--- config.mk ---
export PLATFORM = sky130hd
export DESIGN_NAME = fbfl_arith
export DESIGN_NICKNAME = d
export VERILOG_FILES = /design/src/rtl/fbfl_pkg.sv /design/src/rtl/fbfl_arith.sv
export SDC_FILE = /design/constraint.sdc
export NUM_CORES = 1
export LEC_CHECK = 0
export BUFFER_PORTS_ARGS = -buffer_cell sky130_fd_sc_hd__buf_2
export CAP_MARGIN = 20
export CORE_MARGIN = 4
export CORE_UTILIZATION = 49
export CTS_CLUSTER_DIAMETER = 60
export CTS_CLUSTER_SIZE = 25
export DETAILED_ROUTE_END_ITERATION = 6
export PLACE_DENSITY = 0.76
export SYNTH_ARGS = -nofsm -noshare
export SYNTH_HDL_FRONTEND = slang
export SYNTH_SLANG_ARGS = --single-unit
--- constraint.sdc ---
create_clock -name clk -period 3.4 [get_ports clk]
set_input_delay 0.51 -clock clk [delete_from_list [all_inputs] [get_ports clk]]
set_output_delay 0.51 -clock clk [all_outputs]
set_load 0.02 [all_outputs]
--- src/rtl/fbfl_pkg.sv ---
// shared types and constants of the block pool allocator
package fbfl_pkg;

  // fixed field widths
  localparam int FUNC_W   = 2;
  localparam int OFF_W    = 22;
  localparam int IDX_W    = 10;
  localparam int PB_W     = 11;
  localparam int BB_W     = 13;
  localparam int SIZE_W   = BB_W + 1;
  localparam int STAT_W   = 2;
  localparam int CFG_IDX_W = 1;
  localparam int CFG_DATA_W = BB_W;

  localparam int MIN_BLOCK_BYTES = 4;

  // operation codes
  localparam logic [FUNC_W-1:0] FUNC_INIT  = 2'd0;
  localparam logic [FUNC_W-1:0] FUNC_ALLOC = 2'd1;
  localparam logic [FUNC_W-1:0] FUNC_FREE  = 2'd2;

  // status codes
  localparam logic [STAT_W-1:0] STAT_OK       = 2'd0;
  localparam logic [STAT_W-1:0] STAT_EMPTY    = 2'd1;
  localparam logic [STAT_W-1:0] STAT_BAD_OFF  = 2'd2;
  localparam logic [STAT_W-1:0] STAT_NOT_INIT = 2'd3;

  // register indexes
  localparam logic [CFG_IDX_W-1:0] REG_POOL_BLOCKS = 1'd0;
  localparam logic [CFG_IDX_W-1:0] REG_BLOCK_BYTES = 1'd1;

  // shared arithmetic unit operations
  localparam logic ARITH_MUL = 1'b0;
  localparam logic ARITH_DIV = 1'b1;

  typedef struct packed {
    logic              go;
    logic              op;
    logic [OFF_W-1:0]  a;
    logic [SIZE_W-1:0] b;
  } arith_cmd_t;

  typedef struct packed {
    logic             done;
    logic [OFF_W-1:0] acc;
    logic [OFF_W-1:0] sh;
  } arith_rsp_t;

endpackage

--- src/rtl/fbfl_arith.sv ---
// shared shift-add multiplier and restoring divider, one bit per cycle
module fbfl_arith (
  input  logic                clk,
  input  logic                rst,
  input  fbfl_pkg::arith_cmd_t cmd,
  output fbfl_pkg::arith_rsp_t rsp
);
  import fbfl_pkg::*;

  localparam int AW    = OFF_W + 1;
  localparam int CNT_W = $clog2(OFF_W);
  localparam logic [CNT_W-1:0] LAST_STEP = CNT_W'(OFF_W - 1);

  logic              busy;
  logic              done;
  logic [CNT_W-1:0]  cnt;
  logic              op;
  logic [SIZE_W-1:0] b;
  logic [OFF_W-1:0]  acc;
  logic [OFF_W-1:0]  sh;

  logic [AW-1:0] x;
  logic [AW-1:0] y;
  logic          sub;
  logic [AW:0]   s;
  logic          no_borrow;

  // operand select for the single adder
  always_comb begin
    if (op == ARITH_DIV) begin
      x   = {acc, sh[OFF_W-1]};
      y   = AW'(b);
      sub = 1'b1;
    end else begin
      x   = {1'b0, acc[OFF_W-2:0], 1'b0};
      y   = sh[OFF_W-1] ? AW'(b) : '0;
      sub = 1'b0;
    end
    s = {1'b0, x} + {1'b0, (sub ? ~y : y)} + (AW+1)'(sub);
    no_borrow = s[AW];
  end

  // step control
  always_ff @(posedge clk) begin
    if (rst) begin
      busy <= 1'b0;
      done <= 1'b0;
      cnt  <= '0;
    end else begin
      done <= 1'b0;
      if (cmd.go) begin
        busy <= 1'b1;
        cnt  <= '0;
      end else if (busy) begin
        cnt <= cnt + 1'b1;
        if (cnt == LAST_STEP) begin
          busy <= 1'b0;
          done <= 1'b1;
        end
      end
    end
  end

  // datapath: remainder or product in acc, quotient or multiplier in sh
  always_ff @(posedge clk) begin
    if (cmd.go) begin
      op  <= cmd.op;
      b   <= cmd.b;
      acc <= '0;
      sh  <= cmd.a;
    end else if (busy) begin
      if (op == ARITH_DIV) begin
        acc <= no_borrow ? s[OFF_W-1:0] : x[OFF_W-1:0];
        sh  <= {sh[OFF_W-2:0], no_borrow};
      end else begin
        acc <= s[OFF_W-1:0];
        sh  <= {sh[OFF_W-2:0], 1'b0};
      end
    end
  end

  assign rsp.done = done;
  assign rsp.acc  = acc;
  assign rsp.sh   = sh;

endmodule

# Yosys cells after proc, flatten, opt, wreduce, memory -nomap -nowiden
# Cells that the tools add are included.
op_classes:
  add_sub_neg: 3
  bitwise_logic: 2
  n_eq_ne: 1
  muxes: 14
  reduce_logical: 3
ops:
  columns: ["operator", "n"]
  rows:
  - ["2-to-1 mux 22 bit", 4]
  - ["2-to-1 mux 23 bit", 2]
  - ["2-to-1 mux 14 bit", 2]
  - ["adder 23 x 23 -> 24 bit", 1]
  - ["adder 24 x 1 -> 24 bit", 1]
  - ["NOT 23 bit", 1]
  - ["2-to-1 mux 1 bit", 6]
  - ["adder 5 x 1 -> 5 bit (second input constant)", 1]
  - ["== test 5 bit (second input constant)", 1]
  - ["OR reduction 3 bit", 1]
  - ["nonzero test 2 bit", 1]
  - ["OR reduction 2 bit", 1]
  - ["NOT 1 bit", 1]
totals:
  output_inout_bits: 45
  word_cells: 30
  regBits: 66
  in_bits: 40

# Depth between registers and ports, before layout
logic_depth:
  ltp_word: 9
  ltp_mapped: 14
  ltp_nobuf: 12

# Least setup slack after synthesis
# Ideal clock, no wire load.
synth_timing:
  path_kind: "register to register"
  startpoint: "register op"
  endpoint: "register acc[13]"
  setup_time_ns: 0.091
  period_less_slack_ns: 3.364
  stages_incl_launch_ff: 14
  path_slack_ns: 0.036
  n_path_buf: 1
  arrival_ns: 3.273
  required_time_ns: 3.309
  path_cell_list: "edfxtp_1 nor2b_1 clkbuf_1 nand2_1 o21ai_0 ha_1 o21a_1 nor2_1 or3_1 a21o_1 a211oi_4 nor2_2 or4_1 a311oi_1"
synth_between:
  elab_chain_cells: 7
  word_cells_on_any_way: 9
  cone_classes: "2 x add/sub; 6 x mux; 1 x bitwise"
synth_rtl:
  columns: ["item", "line_no", "text"]
  rows:
  - ["start, declared", "fbfl_arith.sv:17", "logic op;"]
  - ["start signal, assigned", "fbfl_arith.sv:67", "op <= cmd.op;"]
  - ["2-to-1 mux 14 bit", "fbfl_arith.sv:30", "if (op == ARITH_DIV) begin"]
  - ["NOT 23 bit", "fbfl_arith.sv:39", "s = {1'b0, x} + {1'b0, (sub ? ~y : y)} + (AW+1)'(sub);"]
  - ["2-to-1 mux 23 bit", "fbfl_arith.sv:39", null]
  - ["adder 23 x 23 -> 24 bit", "fbfl_arith.sv:39", null]
  - ["adder 24 x 1 -> 24 bit", "fbfl_arith.sv:39", null]
  - ["2-to-1 mux 22 bit", "fbfl_arith.sv:73", "acc <= no_borrow ? s[OFF_W-1:0] : x[OFF_W-1:0];"]
  - ["2-to-1 mux 22 bit *", "fbfl_arith.sv:72", "if (op == ARITH_DIV) begin"]
  - ["end signal, assigned", "fbfl_arith.sv:73", null]
  - ["end signal, assigned", "fbfl_arith.sv:76", "acc <= s[OFF_W-1:0];"]
  - ["end, declared", "fbfl_arith.sv:19", "logic [OFF_W-1:0] acc;"]
# Mark *: on every way between the ends. The rest lies on a longest branch, timed or not.
# A chain may end at the register's enable or synchronous reset.

# Worst setup path after layout
layout_timing:
  startpoint: "register op"
  endpoint: "register acc[11]"
# Same word-level chain as after synthesis.

==> flow_summary.toml <==
[global_routing]
gr-max-usage-layer = "met2"
grt_util_met3 = 0.0404
grt_pass1_vias = 3217
grt_max_degree = 49
grt_pass1_wl_um = 15200
grt_util_all_layers = 0.194
grt-ovfl-total = 0
met2_usage = 0.315
use_met1 = 0.261
antenna_found_initial = 0

[sta]
slew_headroom = 0.666
hold_viol_final = 0
finalClockSkew_ns = 0.0107
period_share = 0.972
rsz0062_at_grt = "true"
setup_viol = 0
tightest_slew_ns = 0.489
setup_tns_ns = 0
worst_slack_ns = 0.0936
fin_hold_ws_ns = 0.330
fmax_ghz = 0.302
min_period_ns = 3.31
drv_slew = 0

[cells_and_area]
n_antenna_cell = 0
fill_cells = 644
fin_nets = 555
multiInputGateArea_um2 = 2130
area.sequential_um2 = 1690
drive_gt1_frac = 0.331
area.growth.synth_to_final_pct = 25.8

[detailed_routing]
viasPerCell = 5.63
firstDrtPassIters = 4
routedWlPerCell_um = 15.8
postRouteAntennaNets = 0
drc = 0
num_vias = 3365
initialDrtViolationCount = 187
wirelength_um = 9470

[synth]
synth_cell_types = 54
synth_nets = 449
synthXorXnorAreaFrac = 0.0430
synth-compound-area-share = 0.197
ys_ff_latch = 66
synth.mux.area_fraction = 0.0972
synthCells = 385
synth_edf_count = 37
yosys_most_used_dff = "edfxtp_1"
synth_fa_ha_area_frac = 0.0795
netlist_area_um2 = 3870
synthSimpleGateAreaFrac = 0.122
seq_area_frac_synth = 0.437
synth-async-reset-ratio = 0
syn_area_per_cell_um2 = 10.1
synth_top_family_by_area = "compound AO/OA/AOI/OAI gates"
ys_warn_count = 0

[clock_network]
cts_buffers = 9
htreeDepth = 3
clock-sinks = 66
clockRootBuffer = "clkbuf_8"
ctsHoldBuffers = 0
path_clk_slew_ns = 0.08
cts_tree = "done"
cts_buffer_depth = 2
worstSkewPairLatency_ns = 0.34

[power]
power_density_nw_per_um2 = 529
max-vdd-ir-drop_mv = 0.324
p_leak_nw = 2.09
finalPower_w = 0.00258

[floorplan]
die-width_um = 96.9
start_util = 0.504
num_rows = 32
design.die.area_um2 = 9390
core-area_um2 = 7690
ioPinCount = 85
die_h_um = 96.9

[placed_design]
gp_congestion = 0.964
dp_hpwl_um = 6730
io_buffers = 84
pre_cts_ws_ns = -0.174

[worst_setup_path]
crit_path_end_kind = "flop"
cp_common_cell = "or3_1"
slowest_stage = "edfxtp_1"
path_max_fanout = 8
worst-setup-path-type = "flop to flop"
crit_chain = "buf_12 -> clkinvlp_4 -> o21ai_0 -> ha_1 -> o21a_1 -> nor2_1 -> or3_1 -> a21o_1 -> a211oi_4 -> nor2_4 -> buf_4 -> or3_1 -> a311oi_1"
crit_arrival_ns = 3.57
cpPeakStageDelay_ns = 0.47
crit_required_ns = 3.66
setup.worst_path.start_class = "flop"

[flow_run]
drv_cap = 0

[status]
outcome = "finished clean"

[worst_hold_path]
hp-class = "input port to flop"
## logic make-up (layout without fill, tap and decap cells)
logic type	after synthesis	in the layout
buffers and inverters	23	134
multiplexers	35	35
flip-flops	66	66
adder cells (fa/ha/maj)	24	24
XOR/XNOR	19	19
AND/OR/NAND/NOR	105	105
AO/OA/AOI/OAI	113	113
## cell usage after synthesis, types with 3 or more instances
| cell type | count | area, µm² |
|---|---|---|
| a211oi_1 | 21 | 158 |
| buf_4 | 3 | 22.5 |
| o21a_1 | 4 | 30.0 |
| a21oi_1 | 24 | 120 |
| buf_1 | 3 | 11.3 |
| mux2_2 | 21 | 236 |
| a31oi_1 | 3 | 18.8 |
| nor2_1 | 36 | 135 |
| or3_1 | 3 | 18.8 |
| inv_1 | 5 | 18.8 |
| nand2_1 | 35 | 131 |
| a311oi_1 | 4 | 35.0 |
| o21ai_0 | 23 | 115 |
| mux2i_1 | 14 | 140 |
| dfxtp_1 | 29 | 581 |
| nand4_1 | 4 | 25.0 |
| xnor2_1 | 11 | 96.3 |
| xor2_1 | 8 | 70.1 |
| a21o_1 | 10 | 75.1 |
| edfxtp_1 | 37 | 1110 |
| nor2b_1 | 3 | 18.8 |
| nand3_1 | 4 | 20.0 |
| ha_1 | 23 | 288 |
| clkbuf_1 | 12 | 45.0 |
| nor3_1 | 7 | 35.0 |
## repair_timing
action                                  4_1_cts  5_1_grt
gates cloned                                  1        0
pin swaps                                     0        9
buffers inserted                              1       16
endpoints found under the setup margin       18       19
gates resized for setup                       4       16
endpoints found under the hold margin         0        0
## worst paths after layout
| check | from | to | slack (ns) | cells after the start |
|---|---|---|---|---|
| worst min-delay path | rst | busy | 0.33 | 2 |
| worst min register to register | acc[11] | acc[11] | 0.52 | 2 |
| worst max register to register | op | acc[11] | 0.09 | 13 |
| worst max-delay path | op | acc[11] | 0.09 | 13 |
## worst max-delay path, delay by kind of cell (launching register included)
kind,cells,cell delay [ns]
and+or+nand+nor,4,0.88
adders and majority gates,1,0.35
DFF,1,0.47
AOI/OAI and AO/OA,5,1.02
buffers and inverters,3,0.50
## power breakdown
group	internal [W]	switching, W	leakage, nW
Sequential	0.000925	0.0000578	0.607
Clock	0.000493	0.000331	0.124
Combinational	0.000337	0.000431	1.36
Total	0.00176	0.000820	2.09
## through the flow
| stage | utilization | instances | cell area, µm² |
|---|---|---|---|
| after floorplan | - | 385 | 3870 |
| after global placement | 0.576 | 564 | 4430 |
| after detailed placement | 0.576 | 564 | 4430 |
| after CTS | 0.611 | 582 | 4690 |
| after global routing | 0.634 | 598 | 4870 |
| final | 0.634 | 598 | 4870 |
## state kept, by name (all words and copies together) (netlist names)
signal / count
acc: 22
cnt: 5
done: 1
sh: 22
busy: 1
b: 14
op: 1
## metal layers
| metal | part of all wire | vias up |
|---|---|---|
| met5 | 0 | - |
| met4 | 0.013 | 0 |
| met3 | 0.067 | 18 |
| met2 | 0.48 | 122 |
| met1 | 0.43 | 1563 |
| li1 | - | 1662 |
## cell usage in the layout, fill, tap and decap left out, drive strengths merged, types with 11 or more instances in the layout
cell	instances
mux2i	14
nand2	35
edfxtp	37
a211oi	22
ha	23
buf	112
nor2	37
a21oi	25
xnor2	11
o21ai	25
dfxtp	29
mux2	21
## cell type report
type                       count  share of cell area
clock buffer                   9              0.0254
clock inverter                 7              0.0257
inverter                       5             0.00462
multi-input combinational    296               0.438
sequential                    66               0.347
tap                          102              0.0262
timing repair buffer         112               0.132
timing repair inverter         1             0.00103
No activity file was read; power rests on OpenSTA's default activity.
